==> src/sv/packet_deframer_crc8_unit_assert.svh <==
// ---------------------------------------------------------------------------
// Assertion macros for the packet deframer
// Concurrent checks clocked on clk and disabled while arst_n is low.
// ---------------------------------------------------------------------------
`ifndef PACKET_DEFRAMER_CRC8_UNIT_ASSERT_SVH
`define PACKET_DEFRAMER_CRC8_UNIT_ASSERT_SVH

// Check a property in every cycle out of reset
`define PDC_ASSERT(lbl, prop, msg) \
	lbl: assert property (@(posedge clk) disable iff (!arst_n) (prop)) else $error(msg);

// Check that a condition in one cycle implies another in the next cycle
`define PDC_ASSERT_NEXT(lbl, ante, cons, msg) \
	lbl: assert property (@(posedge clk) disable iff (!arst_n) (ante) |=> (cons)) \
		else $error(msg);

`endif

==> src/sv/pdc_pkg.sv <==
// ---------------------------------------------------------------------------
// pdc_pkg
// Shared constants, codes, item types and the CRC-8 update for the deframer.
// ---------------------------------------------------------------------------
`default_nettype none

package pdc_pkg;

	// Largest payload plus one; a length byte must stay below this
	localparam int PAYLOAD_MAX = 32;
	localparam int LEN_W       = $clog2(PAYLOAD_MAX);
	localparam int CNT_W       = $clog2(PAYLOAD_MAX + 1);
	localparam int LIM_W       = 9;

	localparam logic [7:0] START_MARKER_RST = 8'd213;

	// Frame phases
	localparam logic [2:0] PH_START   = 3'd0;
	localparam logic [2:0] PH_LEN     = 3'd1;
	localparam logic [2:0] PH_PAYLOAD = 3'd2;
	localparam logic [2:0] PH_CRC     = 3'd3;
	localparam logic [2:0] PH_DONE    = 3'd4;

	// Error codes
	localparam logic [1:0] ERR_NONE   = 2'd0;
	localparam logic [1:0] ERR_NOISE  = 2'd1;
	localparam logic [1:0] ERR_LENGTH = 2'd2;
	localparam logic [1:0] ERR_CRC    = 2'd3;

	// Request kinds
	localparam logic KIND_BYTE    = 1'b0;
	localparam logic KIND_RESTART = 1'b1;

	localparam logic [7:0] CRC_POLY = 8'h8C;

	typedef struct packed {
		logic       kind;
		logic [7:0] data_byte;
	} in_item_t;

	typedef struct packed {
		logic [2:0] frame_state;
		logic [1:0] fault_code;
		logic [7:0] payload_byte;
		logic [4:0] payload_index;
		logic       payload_valid;
		logic       packet_ok;
		logic [7:0] running_crc;
		logic [4:0] payload_length;
	} out_item_t;

	// Reflected CRC-8, one byte, unrolled bit by bit
	function automatic logic [7:0] crc8_update(input logic [7:0] crc, input logic [7:0] b);
		logic [7:0] c;
		c = crc ^ b;
		for (int i = 0; i < 8; i++) begin
			if (c[0]) begin
				c = (c >> 1) ^ CRC_POLY;
			end else begin
				c = c >> 1;
			end
		end
		return c;
	endfunction

endpackage

`default_nettype wire

==> src/sv/pdc_frame_fsm.sv <==
// ---------------------------------------------------------------------------
// pdc_frame_fsm
// Frame state machine, CRC accumulator and start-marker register. Computes
// the result for the held request and updates state when it is processed.
// ---------------------------------------------------------------------------
`default_nettype none

module pdc_frame_fsm import pdc_pkg::*; (
	input  wire logic       clk,
	input  wire logic       arst_n,
	input  wire logic       cfg_we,
	input  wire logic [7:0] cfg_wdata,
	input  wire logic       fire,
	input  wire in_item_t   item_s1,
	output out_item_t       result
);

	`include "packet_deframer_crc8_unit_assert.svh"

	logic [7:0]       marker_q;
	logic [2:0]       phase_q,   phase_n;
	logic [LEN_W-1:0] len_q,     len_n;
	logic [CNT_W-1:0] cnt_q,     cnt_n;
	logic [7:0]       crc_q,     crc_n;
	logic [1:0]       err_q,     err_n;
	logic [7:0]       crc_upd;
	logic             pvalid;
	logic             ok;
	logic [7:0]       b;
	logic             in_done;
	logic             in_payload;
	logic             state_clear;
	logic             fire_restart;
	logic             fire_done_byte;

	assign b       = item_s1.data_byte;
	assign crc_upd = crc8_update(crc_q, b);

	// Next state for the held request
	always_comb begin
		phase_n = phase_q;
		len_n   = len_q;
		cnt_n   = cnt_q;
		crc_n   = crc_q;
		err_n   = err_q;
		pvalid  = 1'b0;
		ok      = 1'b0;
		if (item_s1.kind == KIND_RESTART) begin
			phase_n = PH_START;
			len_n   = '0;
			cnt_n   = '0;
			crc_n   = '0;
			err_n   = ERR_NONE;
		end else begin
			case (phase_q)
				PH_START: begin
					if (b == marker_q) begin
						phase_n = PH_LEN;
					end else begin
						phase_n = PH_DONE;
						err_n   = ERR_NOISE;
					end
				end
				PH_LEN: begin
					if ({1'b0, b} < LIM_W'(PAYLOAD_MAX)) begin
						len_n   = LEN_W'(b);
						phase_n = (b == 8'd0) ? PH_CRC : PH_PAYLOAD;
					end else begin
						phase_n = PH_DONE;
						err_n   = ERR_LENGTH;
					end
				end
				PH_PAYLOAD: begin
					if (cnt_q < CNT_W'(PAYLOAD_MAX)) begin
						crc_n  = crc_upd;
						pvalid = 1'b1;
						cnt_n  = cnt_q + CNT_W'(1);
					end
					if (cnt_n >= CNT_W'(len_q)) begin
						phase_n = PH_CRC;
					end
				end
				PH_CRC: begin
					phase_n = PH_DONE;
					if (crc_q == b) begin
						ok = 1'b1;
					end else begin
						err_n = ERR_CRC;
					end
				end
				default: begin
				end
			endcase
		end
	end

	// Assemble the result
	always_comb begin
		result.frame_state    = phase_n;
		result.fault_code     = err_n;
		result.payload_byte   = pvalid ? b : 8'd0;
		result.payload_index  = pvalid ? 5'(cnt_q) : 5'd0;
		result.payload_valid  = pvalid;
		result.packet_ok      = ok;
		result.running_crc    = crc_n;
		result.payload_length = 5'(len_n);
	end

	// Advance state when the request is processed
	always_ff @(posedge clk or negedge arst_n) begin
		if (!arst_n) begin
			phase_q <= PH_START;
			len_q   <= '0;
			cnt_q   <= '0;
			crc_q   <= '0;
			err_q   <= ERR_NONE;
		end else if (fire) begin
			phase_q <= phase_n;
			len_q   <= len_n;
			cnt_q   <= cnt_n;
			crc_q   <= crc_n;
			err_q   <= err_n;
		end
	end

	// Hold the start marker
	always_ff @(posedge clk or negedge arst_n) begin
		if (!arst_n) begin
			marker_q <= START_MARKER_RST;
		end else if (cfg_we) begin
			marker_q <= cfg_wdata;
		end
	end

	// Terms for the checks below
	assign in_done        = (phase_q == PH_DONE);
	assign in_payload     = (phase_q == PH_PAYLOAD);
	assign state_clear    = (phase_q == PH_START) && (crc_q == 8'd0) && (cnt_q == '0);
	assign fire_restart   = fire && (item_s1.kind == KIND_RESTART);
	assign fire_done_byte = fire && (item_s1.kind == KIND_BYTE) && in_done;

	`PDC_ASSERT(a_err_ends_packet, (err_q == ERR_NONE) || in_done, "error outside done phase")
	`PDC_ASSERT(a_count_below_len, !in_payload || (cnt_q < CNT_W'(len_q)), "count overran length")
	`PDC_ASSERT_NEXT(a_restart_clears, fire_restart, state_clear, "restart did not clear state")
	`PDC_ASSERT_NEXT(a_done_holds_crc, fire_done_byte, $stable(crc_q) && in_done, "done byte moved state")

endmodule

`default_nettype wire

==> config.mk <==
export PLATFORM = sky130hd
export DESIGN_NAME = pdc_frame_fsm
export DESIGN_NICKNAME = d
export VERILOG_FILES = /design/src/sv/pdc_pkg.sv /design/src/sv/pdc_frame_fsm.sv
export VERILOG_INCLUDE_DIRS = /design/src /design/src/sv
export SDC_FILE = /design/constraint.sdc
export NUM_CORES = 1
export LEC_CHECK = 0
export ABC_AREA = 1
export BUFFER_PORTS_ARGS = -buffer_cell sky130_fd_sc_hd__buf_2
export CAP_MARGIN = 40
export CORE_MARGIN = 4
export CORE_UTILIZATION = 54
export DETAILED_ROUTE_END_ITERATION = 10
export GPL_TIMING_DRIVEN = 0
export PLACE_DENSITY = 0.9
export RECOVER_POWER = 50
export SYNTH_ARGS = -nofsm -noshare
export SYNTH_HDL_FRONTEND = slang
export SYNTH_SLANG_ARGS = --single-unit
==> constraint.sdc <==
create_clock -name clk -period 2.6 [get_ports clk]
set_input_delay 0.13 -clock clk [delete_from_list [all_inputs] [get_ports clk]]
set_output_delay 0.13 -clock clk [all_outputs]
set_load 0.02 [all_outputs]
# Word-level counts from Yosys, hierarchy flattened
# Index checks and enable logic that the tools add are counted.
dict set report op_classes {
  n_mux 38
  n_addsub 1
  magnitude_cmp 3
  reduce_logical 4
  eq_ne 5
  n_bitwise 9
}
# cell count
set ops {}
lappend ops {{$mux W8} 12}
lappend ops {{$mux W6} 5}
lappend ops {{$not A2 Y3} 8}
lappend ops {{$mux W5} 4}
lappend ops {{$eq A8 B8 Y1} 2}
lappend ops {{$mux W3} 4}
lappend ops {{$pmux W3 S4} 1}
lappend ops {{$logic_not A8 Y1} 1}
lappend ops {{$lt A8 B6 Y1 const B} 1}
lappend ops {{$mux W2} 4}
lappend ops {{$xor A8 B8 Y8} 1}
lappend ops {{$mux W1} 7}
lappend ops {{$add A6 B1 Y6 const B} 1}
lappend ops {{$eq A3 B2 Y1 const B} 2}
lappend ops {{$ge A6 B5 Y1} 1}
lappend ops {{$lt A6 B6 Y1 const B} 1}
lappend ops {{$pmux W2 S3} 1}
lappend ops {{$eq A3 B1 Y1 const B} 1}
lappend ops {{$logic_not A3 Y1} 1}
lappend ops {{$reduce_and A2 Y1} 1}
lappend ops {{$reduce_bool A2 Y1} 1}
dict set report word_totals {
  in_bits 21
  reg_bits 32
  output_inout_bits 33
}

# Logic depth before layout (Yosys ltp)
# Gate-level depths: netlist of run 1.
dict set report depth {
  ltp_word 20
  mapped_depth 14
  depth_no_buf 14
}

# Worst setup path after synthesis of run 1
# Ideal clock, no wire load.
dict set report synth_timing {
  path_type {reg-to-output}
  startpoint {register cnt_q[0]}
  endpoint {output result[30] in the netlist's numbering}
  required_time_ps 2470
  arrival_ps 1953
  stages_incl_launch_ff 15
  n_path_buf 0
  path_slack_ps 517
  cell_sequence {dfrtp_1 > ha_1 > nand2_1 > xor2_1 > inv_1 > ha_1 > a21boi_0 > o21ai_0 > nand2_1 > nand2_1 > nand2_1 > nand2_1 > nand2_1 > nand2_1 > nor2_1}
}
# item line
set synth_rtl {}
lappend synth_rtl {{start, declared} pdc_frame_fsm.sv:23} ;# logic [CNT_W-1:0] cnt_q, cnt_n;
lappend synth_rtl {{start signal, assigned} pdc_frame_fsm.sv:120} ;# cnt_q <= cnt_n;
lappend synth_rtl {{end, declared} pdc_frame_fsm.sv:15} ;# output out_item_t result

==> reports/results.md, run 1 <==
| Item | Value | Unit |
| --- | --- | --- |
| Result of the run | complete, but fails checks | - |
| Violated checks | capacitance limit, slew limit | - |
| Number of detailed-route iterations in the first pass | 5 | - |
| Crit-path slowest cell | dfrtp_1 | - |
| Slew of the pin with the lowest slew margin | 1.72 | ns |
| PD cells | 495 | nW/um^2 |
| Aggregate global-route resource usage | 24.1 | % |
| Most common cell after layout, fill and taps aside | nand2_1 | - |
| Reported leakage power | 0.00155 | uW |
| Post-detailed-route count of antenna-violating nets | 0 | - |
| Seq/Total Area, Yosys | 33.8 | % |
| Synthesized Nets | 361 | - |
| Post-DR wirelength/cell | 13.9 | microns |
| Data required time of the critical path | 2.47 | ns |
| Synth async-reset ratio | 100 | % |
| Met2 Track Usage GR | 41.2 | % |
| Vertical extent of the die | 74.5 | microns |
| Grt ovf | 0 | - |
| Pin count of the biggest net entering global routing | 33 | - |
| Category of the critical setup timing path | reg -> out | - |
| Top cell type's share of synthesized area | 28.3 | % |
| Wire length of the first global-routing pass | 10300 | microns |
| Post-layout total power | 1420 | uW |
| Via count of the first global-routing pass | 2297 | - |
| Leading register cell type out of synthesis | dfrtp_1 | - |
| Clock insertion delay at the later pin of the skew report | 0.29 | ns |
| Master cell of the clock root buffer | clkbuf_8 | - |
| Classification of the worst-slack hold path | in -> reg | - |
| Maximum fanout along the worst path | 2 | - |
| IO Port Bufs | 51 | - |
| Min Clock Period, post-route | 2.43 | ns |
| Crit path arrival time | 2.30 | ns |
| Worst path buffer plus inverter count | 1 | - |
| Count of boundary I/O pins | 54 | - |
| Total detailed-routing wirelength | 6250 | microns |
| Synth-to-Final Area Change | 20.5 | % |
| Number of cells traversed by the worst hold path | 3 | - |
| Antenna cell count | 0 | - |
| Synthesis-stage register bit count | 32 | - |
| Number of slew-limit violations in the final report | 33 | - |
| DP HPWL | 4800 | microns |
| Top delay family on crit path | adder cells | - |
| Number of synthesized flops with an enable pin | 0 | - |
| Number of violations of the max-capacitance limit | 1 | - |
| Max Freq | 0.411 | GHz |
| Core occupancy in the finished layout | 69.4 | % |
| Top area cells in the synthesized netlist | dfrtp_1, nand2_1, inv_1 | - |
| Final-report hold violation count | 0 | - |
| Placeable core region | 4140 | sq um |
| Clock-pin slew of the registers on the worst-case setup and hold paths | 0.08 | ns |
| Worst hold slack after final layout | 0.0584 | ns |
| Cell with the most instances on the worst path | nand2_1 | - |
| Element type at the critical path start | flop | - |
| Final critical-path share of the clock period | 93.5 | % |
| Most used cells in the layout excluding fill and tap cells | nand2_1, buf_2, inv_1 | - |
| Synthesized cell area | 2390 | sq um |
| Remaining max-slew budget at the tightest pin | -14.7 | % |
| Max incr delay on CP | 0.40 | ns |
| Logic depth of the worst path, buffers included | 15 | - |
| Synthesis warning total | 0 | - |
| Number of DRC violations after detailed routing | 0 | - |
| Busiest metal layer after global routing | met2 | - |
| CTS buffer count | 5 | - |
| CTS tree | done | - |
| Buffer depth of the longest clock path | 2 | - |
| Num Clock Sinks | 32 | - |
| Endpoint type of the worst setup path | primary output | - |
| Met3 track utilization from global routing | 4.59 | % |
| Average footprint of a synthesized cell | 7.14 | sq um |
| Count of cells along the worst register-to-register path | 14 | - |
| Placer Congestion | 0.888 | - |
| Via count normalized by instance count | 5.38 | - |
| Final setup violating endpoints | 0 | - |
| Width of the die | 74.5 | microns |
| Cell type contributing the most total cell area after synthesis | dfrtp_1 | - |
| GRT met1 Usage | 30.5 | % |
| Antenna violations before repair | 0 | - |
| Synthesized instance count | 334 | - |
| Net count of the finished layout | 426 | - |
| Post-synthesis cell type count | 36 | - |
| Worst-case clock skew | 0.0109 | ns |
| Area enclosed by the die boundary | 5550 | sq um |
| Starting density of the core | 57.6 | % |
| Maximum vdd drop | 0.416 | mV |
| # H-tree levels | 2 | - |
| Count of vias placed by the detailed router | 2423 | - |
| Number of core rows | 23 | - |
| Detailed router's first-iteration violation count | 189 | - |
| Share of final-layout standard cells stronger than drive strength 1 | 26.8 | % |
| Critical-path cell list | ha_2 > nand2_1 > o21ai_2 > ha_1 > o21ai_0 > a21boi_2 > o21ai_1 > nand2_1 > nand2_1 > nand2_1 > nand2_1 > nand2_2 > nand2_1 > nor2_1 > buf_4 | - |
==> state kept, by name, indices dropped and copies added, names as in the netlist <==
register	flops
len_q	5
err_q	2
cnt_q	6
marker_q	8
phase_q	3
crc_q	8
==> logic make-up after synthesis <==
family / after synthesis / synth area share [%]
flops: 32 / 33.8
simple gates: 160 / 29.6
xor+xnor: 21 / 8.34
buf+inv: 58 / 10.0
compound gates: 50 / 11.8
fa+ha+maj: 6 / 3.15
mux: 7 / 3.30
==> cells in the mapped netlist (3+ instances only) <==
| cell type | count |
|---|---|
| a21oi_2 | 3 |
| buf_2 | 4 |
| xor2_1 | 13 |
| inv_2 | 4 |
| mux2_2 | 7 |
| o22ai_1 | 3 |
| buf_4 | 4 |
| dfstp_2 | 5 |
| nor3_1 | 6 |
| nand2_2 | 7 |
| dfrtp_1 | 27 |
| nand3_1 | 14 |
| inv_1 | 41 |
| o21ai_1 | 3 |
| a21oi_1 | 10 |
| xnor2_1 | 6 |
| nor2_1 | 29 |
| nand4_1 | 4 |
| nand2_1 | 91 |
| o21ai_0 | 27 |
| ha_1 | 6 |
| nand2_4 | 4 |
==> worst register-to-register path, cell delays in order (launching register included) <==
cell	delay, ns
dfrtp_1	0.41
ha_2	0.33
nand2_1	0.06
o21ai_2	0.09
ha_1	0.25
o21ai_0	0.11
a21boi_2	0.08
o21ai_1	0.13
nand2_1	0.06
nand2_1	0.05
nand2_1	0.05
nand2_1	0.06
nand2_2	0.06
nand3_1	0.07
nand2_1	0.05
==> final cells by class <==
class,instances,area [sq um]
clock buffers,8,100
fillers,351,1270
inverters,47,178
flip-flops and latches,32,807
repair buffers,58,312
multi-input cells,244,1360
well taps,50,62.6
plain buffers,11,57.6
==> path summary, 6_finish.rpt <==
check / start / end / slack (ns)
hold / removal: cfg_wdata[1] / marker_q[1] / 0.06
min in group asynchronous: arst_n / cnt_q[0] / 0.82
hold reg to reg: err_q[1] / err_q[1] / 0.49
setup / recovery: cnt_q[0] / result[30] / 0.17
setup reg to reg: cnt_q[1] / phase_q[0] / 0.61
max in group asynchronous: arst_n / phase_q[0] / 0.78
==> report_power, final <==
| part | leakage (uW) | internal (uW) | total [uW] | switching [uW] |
|---|---|---|---|---|
| clock network | 0.0000515 | 242 | 429 | 188 |
| registers | 0.000415 | 536 | 569 | 32.6 |
| logic | 0.00108 | 174 | 425 | 251 |
| total | 0.00155 | 952 | 1420 | 471 |
==> routing by layer <==
layer / up-vias / wire length, microns
met5: - / 0
li1: 1187 / -
met2: 121 / 2990
met3: 14 / 580
met4: 0 / 127
met1: 1101 / 2550
==> repair_timing <==
action                                 CTS  global route
hold buffers                             1             0
endpoints found under the hold margin   27             0
resized for setup                        1            10
pin swaps                                0             1
buffers inserted                         4             2
setup endpoints to repair                1             1
==> stage by stage <==
| stage | worst slack [ns] | TNS (ns) | area, sq um | instances |
|---|---|---|---|---|
| after global routing | -0.0500 | -0.0500 | 2870 | 450 |
| after CTS | 0.000536 | 0 | 2840 | 448 |
| final | 0.169 | 0 | 2870 | 450 |
| after global placement | 0.383 | 0 | 2700 | 435 |
| after detailed placement | 0.284 | 0 | 2700 | 435 |
| after floorplan | 0.517 | 0 | 2390 | 334 |
(Power assumes the default switching activity.)
==> run 2, diff against run 1 <==
--- a/config.mk
+++ b/config.mk
@@ -6,14 +6,13 @@
 export SDC_FILE = /design/constraint.sdc
 export NUM_CORES = 1
 export LEC_CHECK = 0
-export ABC_AREA = 1
 export BUFFER_PORTS_ARGS = -buffer_cell sky130_fd_sc_hd__buf_2
 export CAP_MARGIN = 40
 export CORE_MARGIN = 4
-export CORE_UTILIZATION = 54
+export CORE_UTILIZATION = 55
 export DETAILED_ROUTE_END_ITERATION = 10
 export GPL_TIMING_DRIVEN = 0
-export PLACE_DENSITY = 0.9
+export PLACE_DENSITY = 0.91
 export RECOVER_POWER = 50
 export SYNTH_ARGS = -nofsm -noshare
 export SYNTH_HDL_FRONTEND = slang
==> reports/results.md, run 2 <==
| Item | Value | Unit | vs previous |
| --- | --- | --- | --- |
| Master cell of the clock root buffer | clkbuf_8 | - |  |
| Seq/Total Area, Yosys | 33.5 | % | -0.33 points |
| Num Clock Sinks | 32 | - | unchanged |
| Max incr delay on CP | 0.43 | ns | +0.03 ns |
| Antenna cell count | 0 | - | unchanged |
| Min Clock Period, post-route | 2.67 | ns | +0.237 ns |
| Commonest cells post-synth | dfrtp_1, nor2_1, xnor2_1, mux2_2, nand2_1 | - |  |
| Reported leakage power | 0.00141 | uW | -9.0% |
| Result of the run | complete, but fails checks | - |  |
| Aggregate global-route resource usage | 23.9 | % | -0.21 points |
| Most used cells in the layout excluding fill and tap cells | buf_2, dfrtp_1, nor2_1 | - |  |
| Count of boundary I/O pins | 54 | - | unchanged |
| Internal power component | 1190 | uW | +25% |
| Share of final-layout standard cells stronger than drive strength 1 | 33.0 | % | +6.3 points |
| DP HPWL | 4450 | microns | -7.2% |
| Count of vias placed by the detailed router | 2114 | - | -13% |
| Buffer depth of the longest clock path | 2 | - | unchanged |
| Total detailed-routing wirelength | 6230 | microns | -0.35% |
| Most common cell after layout, fill and taps aside | buf_2 | - |  |
| Setup repair after global routing missed its margin | yes | - |  |
| Maximum fanout along the worst path | 2 | - | unchanged |
| Final Cell Area | 2940 | sq um | +2.3% |
| Violated checks | capacitance limit, slew limit, setup timing | - |  |
| Data required time of the critical path | 2.47 | ns | about the same |
| Clock insertion delay at the later pin of the skew report | 0.30 | ns | about the same |
| Via count of the first global-routing pass | 2126 | - | -7.4% |
| Antenna violations before repair | 0 | - | unchanged |
| Number of detailed-route iterations in the first pass | 6 | - | +1 |
| Number of core rows | 23 | - | unchanged |
| Top cell type's share of synthesized area | 28.0 | % | -0.28 points |
| Category of the critical setup timing path | reg -> out | - |  |
| Critical-path cell list | ha_4 > nor2b_4 > xor2_1 > ha_1 > a31o_2 > a21oi_2 > o2111ai_2 > a211oi_2 > nor2_1 > buf_4 | - |  |
| Slew of the pin with the lowest slew margin | 1.77 | ns | +0.0502 ns |
| Detailed router's first-iteration violation count | 205 | - | +8.5% |
| Vertical extent of the die | 74.2 | microns | -0.38% |
| Final-report hold violation count | 0 | - | unchanged |
| Pin count of the biggest net entering global routing | 33 | - | unchanged |
| Placer Congestion | 0.886 | - | -0.17% |
| Classification of the worst-slack hold path | in -> reg | - |  |
| Width of the die | 74.2 | microns | -0.38% |
| Synthesized cell area | 2410 | sq um | +1.0% |
| Top delay family on crit path | compound AO/OA/AOI/OAI gates | - |  |
| Largest registers ranked by flip-flop count | crc_q: 8 flops, marker_q: 8 flops, cnt_q: 6 flops | - |  |
| Worst-case clock skew | 0.00937 | ns | -0.00148 ns |
| Switching power as a share of total power | 33.1 | % | +0.056 points |
| Wire length of the first global-routing pass | 9900 | microns | -3.4% |
| Maximum vdd drop | 0.456 | mV | +9.8% |
| Endpoint type of the worst setup path | primary output | - |  |
| Final critical-path share of the clock period | 103 | % | +9.1 points |
| Via count normalized by instance count | 5.89 | - | +9.4% |
| Setup slack of the critical path after layout | -0.0682 | ns | -0.237 ns |
| Number of violations of the max-capacitance limit | 1 | - | unchanged |
| Grt ovf | 0 | - | unchanged |
| Synthesis-stage register bit count | 32 | - | unchanged |
| Clock-pin slew of the registers on the worst-case setup and hold paths | 0.07 | ns | about the same |
| Crit-path slowest cell | dfrtp_2 | - |  |
| Average footprint of a synthesized cell | 9.76 | sq um | +37% |
| Crit path arrival time | 2.54 | ns | +0.24 ns |
| Cell type contributing the most total cell area after synthesis | dfrtp_1 | - |  |
| Synthesized Nets | 274 | - | -24% |
| Element type at the critical path start | flop | - |  |
| IO Port Bufs | 51 | - | unchanged |
| CTS buffer count | 5 | - | unchanged |
| Synth-to-Final Area Change | 22.0 | % |  |
| Placeable core region | 4120 | sq um | -0.69% |
| Synth async-reset ratio | 100 | % | unchanged |
| Worst path buffer plus inverter count | 1 | - | unchanged |
| Area enclosed by the die boundary | 5500 | sq um | -0.75% |
| CTS tree | done | - |  |
| Remaining max-slew budget at the tightest pin | -18.0 | % | -3.3 points |
| Post-synthesis cell type count | 50 | - | +39% |
| PD cells | 607 | nW/um^2 | +23% |
| Final setup violating endpoints | 1 | - | +1 |
| Synthesized instance count | 247 | - | -26% |
| Top area cells in the synthesized netlist | dfrtp_1, mux2_2, xnor2_1 | - |  |
| Final Non-Filler Cells | 359 | - | -20% |
| Number of slew-limit violations in the final report | 33 | - | unchanged |
| Synthesis warning total | 0 | - | unchanged |
| Number of synthesized flops with an enable pin | 0 | - | unchanged |
| Leading register cell type out of synthesis | dfrtp_1 | - |  |
| Max Freq | 0.375 | GHz | -8.9% |
| Post-placement cell area | 2730 | sq um | +0.88% |
| Number of DRC violations after detailed routing | 0 | - | unchanged |
| Seq pwr share | 34.6 | % | -5.4 points |
| # H-tree levels | 2 | - | unchanged |
| Logic pwr share | 38.3 | % | +8.4 points |
| Clock power frac | 27.1 | % | -3.1 points |
| Starting density of the core | 58.6 | % | +0.98 points |
| Post-DR wirelength/cell | 17.3 | microns | +25% |
| Post-detailed-route count of antenna-violating nets | 0 | - | unchanged |
| Net count of the finished layout | 335 | - | -21% |
| Switch Pwr | 591 | uW | +26% |
| Placed Cells | 348 | - | -20% |
| Most common cell in the synthesized netlist | dfrtp_1 | - |  |
run 2: cell count changes in the layout (fill, tap and decap cells not counted), sizes merged, moves of 8 or more:
| cell | change |
|---|---|
| and2 | +14 |
| inv | -35 |
| mux2 | +8 |
| nand2 | -87 |
| nand2b | +10 |
| nand3 | -13 |
| nor2 | -9 |
| o21ai | -23 |
| o2bb2ai | +8 |
| xnor2 | +9 |
run 2: worst register-to-register path, stage by stage, from the launching register on:
cell,delay [ns]
dfrtp_2,0.43
ha_4,0.16
nor2b_4,0.12
xor2_1,0.22
ha_1,0.29
a31o_2,0.22
a21oi_2,0.13
o2111ai_2,0.16
a211oi_2,0.25
o22ai_1,0.11
run 2: area by class of cell:
class                      count  area (sq um)
multi-input combinational    189          1540
fill                         287          1170
sequential                    32           810
timing repair buffer          55           289
buffer                        15          98.8
clock buffer                   6          72.6
tap                           50          62.6
inverter                      10          37.5
clock inverter                 2          35.0
run 2: final timing paths:
path | cells after the start | start | slack [ns] | endpoint
worst max-delay path | 10 | cnt_q[0] | -0.07 | result[30]
worst min-delay path | 2 | cfg_wdata[1] | 0.06 | marker_q[1]
worst max register to register | 9 | cnt_q[0] | 0.37 | phase_q[0]
worst min register to register | 2 | err_q[0] | 0.51 | err_q[0]
max in group asynchronous | 2 | arst_n | 0.62 | cnt_q[0]
min in group asynchronous | 2 | arst_n | 0.84 | cnt_q[5]
run 2: per-layer routing:
metal	vias to the layer above	part of all wire, %	GRT usage, %
li1	979	-	-
met1	1014	40	29.6
met2	98	50	38.3
met3	23	7.6	5.27
met4	0	3.2	13.7
met5	-	0	0
run 2: cells by family after synthesis:
logic type               count (synthesis)  synth area share, %
AO/OA/AOI/OAI                           46                 13.7
adder cells (fa/ha/maj)                  6                 3.12
AND/OR/NAND/NOR                         81                 17.5
flip-flops                              32                 33.5
XOR/XNOR                                35                 16.9
multiplexers                            21                 9.50
buffers and inverters                   26                 5.76
run 2: power by group through the flow:
stage               combinational (uW)  sequential (uW)  clock, uW
detailed placement                 626              627          0
global placement                   608              623          0
floorplan                          505              612          0
CTS                                670              617        489
global route                       739              624        504
finish                             683              617        484
run 2: per-stage QoR:
stage	TNS (ns)	total power (uW)	util (%)	setup slack, ns	hold slack, ns
6_report	-0.0682	1780	71.5	-0.0682	0.0627
5_1_grt	-0.162	1870	71.5	-0.162	0.0656
4_1_cts	-0.499	1780	70.6	-0.0702	0.0580
3_5_place_dp	-0.0384	1250	66.3	-0.0384	0.233
3_3_place_gp	0	1230	66.3	0.0490	0.233
2_1_floorplan	0	1120	-	0.310	-0.166
run 2: what timing repair did:
item                       in CTS  in global routing
pin swaps                       4                  1
gates resized for setup         9                  7
setup endpoints to repair       1                 12
buffers inserted                2                  1
hold buffers                    1                  0
hold endpoints to repair       27                  0
==> run 3, diff against run 2 <==
--- a/config.mk
+++ b/config.mk
@@ -9,10 +9,10 @@
 export BUFFER_PORTS_ARGS = -buffer_cell sky130_fd_sc_hd__buf_2
 export CAP_MARGIN = 40
 export CORE_MARGIN = 4
-export CORE_UTILIZATION = 55
+export CORE_UTILIZATION = 30
 export DETAILED_ROUTE_END_ITERATION = 10
 export GPL_TIMING_DRIVEN = 0
-export PLACE_DENSITY = 0.91
+export PLACE_DENSITY_LB_ADDON = 0.05
 export RECOVER_POWER = 50
 export SYNTH_ARGS = -nofsm -noshare
 export SYNTH_HDL_FRONTEND = slang
==> reports/results.md, run 3 (same netlist as run 2, synthesis figures left out) <==
| Item | Value | Unit | vs previous |
| --- | --- | --- | --- |
| Number of detailed-route iterations in the first pass | 4 | - | -2 |
| Largest registers ranked by flip-flop count | crc_q: 8 flops, marker_q: 8 flops, cnt_q: 6 flops | - |  |
| Data required time of the critical path | 2.47 | ns | about the same |
| Grt ovf | 0 | - | unchanged |
| CTS tree | done | - |  |
| Max Freq | 0.377 | GHz | +0.62% |
| Setup repair after global routing missed its margin | yes | - |  |
| Count of boundary I/O pins | 54 | - | unchanged |
| Share of final-layout standard cells stronger than drive strength 1 | 33.0 | % | unchanged |
| Count of cells along the worst register-to-register path | 9 | - | unchanged |
| Number of filler cells placed in the layout | 826 | - | +190% |
| Aggregate global-route resource usage | 14.8 | % | -9.1 points |
| Top delay family on crit path | compound AO/OA/AOI/OAI gates | - |  |
| Worst path buffer plus inverter count | 1 | - | unchanged |
| # H-tree levels | 2 | - | unchanged |
| Final-report hold violation count | 0 | - | unchanged |
| Antenna violations before repair | 0 | - | unchanged |
| Detailed router's first-iteration violation count | 69 | - | -66% |
| Reported leakage power | 0.00140 | uW | -0.48% |
| Num Clock Sinks | 32 | - | unchanged |
| Maximum vdd drop | 0.236 | mV | -48% |
| Clock insertion delay at the later pin of the skew report | 0.29 | ns | about the same |
| Pin count of the biggest net entering global routing | 33 | - | unchanged |
| Endpoint with the worst hold slack | marker_q[5] | - |  |
| Placeable core region | 7770 | sq um | +89% |
| Classification of the worst-slack hold path | in -> reg | - |  |
| Post-DR wirelength/cell | 16.7 | microns | -3.9% |
| Number of DRC violations after detailed routing | 0 | - | unchanged |
| DP HPWL | 5010 | microns | +13% |
| Setup slack of the critical path after layout | -0.0519 | ns | +0.0163 ns |
| Source of the worst register-to-register timing path | cnt_q[1] | - |  |
| Antenna cell count | 0 | - | unchanged |
| Total detailed-routing wirelength | 6850 | microns | +10% |
| Worst reg2reg path endpoint | phase_q[0] | - |  |
| Post-detailed-route count of antenna-violating nets | 0 | - | unchanged |
| Critical-path cell list | ha_4 > nor2b_4 > xor2_2 > ha_1 > a31o_4 > a21oi_4 > o2111ai_2 > a211oi_2 > nor2_1 > buf_4 | - |  |
| Post-placement cell area | 2790 | sq um | +2.4% |
| Core occupancy in the finished layout | 38.8 | % | -33 points |
| Synth-to-Final Area Change | 25.1 | % |  |
| Post-layout total power | 1760 | uW | -1.5% |
| Number of slew-limit violations in the final report | 33 | - | unchanged |
| Slew of the pin with the lowest slew margin | 1.90 | ns | +0.133 ns |
| Remaining max-slew budget at the tightest pin | -26.9 | % | -8.9 points |
| Clock-pin slew of the registers on the worst-case setup and hold paths | 0.08 | ns | about the same |
| Crit path arrival time | 2.52 | ns | -0.02 ns |
| Element type at the critical path start | flop | - |  |
| Net count of the finished layout | 335 | - | unchanged |
| Final setup violating endpoints | 1 | - | unchanged |
| Endpoint type of the worst setup path | primary output | - |  |
| Category of the critical setup timing path | reg -> out | - |  |
| Number of violations of the max-capacitance limit | 1 | - | unchanged |
| Buffer depth of the longest clock path | 2 | - | unchanged |
| Most used cells in the layout excluding fill and tap cells | buf_2, dfrtp_1, nor2_1 | - |  |
| Crit-path slowest cell | dfrtp_1 | - |  |
| Master cell of the clock root buffer | clkbuf_8 | - |  |
| Min Clock Period, post-route | 2.65 | ns | -0.0163 ns |
| Violated checks | capacitance limit, slew limit, setup timing | - |  |
| Vertical extent of the die | 97.6 | microns | +32% |
| Area enclosed by the die boundary | 9530 | sq um | +73% |
| Starting density of the core | 31.0 | % | -28 points |
| Placer Congestion | 0.773 | - | -13% |
| Final critical-path share of the clock period | 102 | % | -0.63 points |
| Result of the run | complete, but fails checks | - |  |
| Maximum fanout along the worst path | 2 | - | unchanged |
| Most common cell after layout, fill and taps aside | buf_2 | - |  |
| Via count normalized by instance count | 4.84 | - | -18% |
| IO Port Bufs | 51 | - | unchanged |
| Number of core rows | 32 | - | +39% |
| Source of the worst hold timing path | cfg_wdata[5] | - |  |
| Wire length of the first global-routing pass | 11200 | microns | +13% |
| Worst-case clock skew | 0.00810 | ns | -0.00128 ns |
| Reg-to-reg setup timing slack | 0.37 | ns | about the same |
| Via count of the first global-routing pass | 2048 | - | -3.7% |
| Final Cell Area | 3020 | sq um | +2.6% |
| Total Negative Setup Slacks | -0.0519 | ns | +0.0163 ns |
| Count of vias placed by the detailed router | 1991 | - | -5.8% |
| PD cells | 583 | nW/um^2 | -3.9% |
| CTS buffer count | 5 | - | unchanged |
| Width of the die | 97.6 | microns | +32% |
| Max incr delay on CP | 0.43 | ns | about the same |
| Number of cells traversed by the worst hold path | 2 | - | unchanged |
run 3: how the worst max path moves through the flow:
stage,from,endpoint,slack (ns),cells past startpoint
6_report,cnt_q[1],result[30],-0.05,10
4_1_cts,cnt_q[1],result[30],-0.11,10
3_5_place_dp,cnt_q[5],result[30],0.0004,9
5_1_grt,cnt_q[1],result[30],-0.14,10
2_1_floorplan,cnt_q[0],result[30],0.31,8
3_3_place_gp,cnt_q[5],result[30],0.01,9
run 3: worst reg2reg max path, cell delays in order, from the launching register on:
cell and delay (ns):
dfrtp_1 0.43, ha_4 0.17, nor2b_4 0.12, xor2_2 0.16
ha_1 0.31, a31o_4 0.24, a21oi_4 0.14, o2111ai_2 0.12
a211oi_2 0.27, o22ai_1 0.13
run 3: area by class of cell:
cell class                 instances  area, sq um  area share, %
multi-input combinational        189         1550           51.5
timing repair buffer              55          289           9.59
sequential                        32          810           26.8
buffer                            15         98.8           3.28
clock buffer                       8          100           3.32
inverter                          10         37.5           1.24
tap                              102          128           4.23
run 3: power breakdown:
part | switching (uW) | internal [uW]
sequential | 62.1 | 553
clock | 199 | 242
combinational | 334 | 368
run 3: through the flow:
step	hold slack, ns	worst slack, ns	cells
floorplan	-0.166	0.310	247
global placement	0.269	0.0123	400
detailed placement	0.272	0.000352	400
CTS	0.0664	-0.113	411
global route	0.0772	-0.145	411
finish	0.0771	-0.0519	411
run 3: metal layers:
metal  track usage [%]  vias up  part of all wire (%)
met5                 0        -                     0
met3              3.80       10                   4.8
met2              23.1       43                    45
met1              20.1      958                    49
li1                  -      980                     -
met4              4.26        0                   1.8
run 3: what timing repair did:
item / CTS / global route
endpoints found under the hold margin: 27 / 0
gates resized for setup: 12 / 8
hold buffers: 1 / 0
setup endpoints to repair: 11 / 12
pin swaps: 8 / 7
buffers inserted: 3 / 0
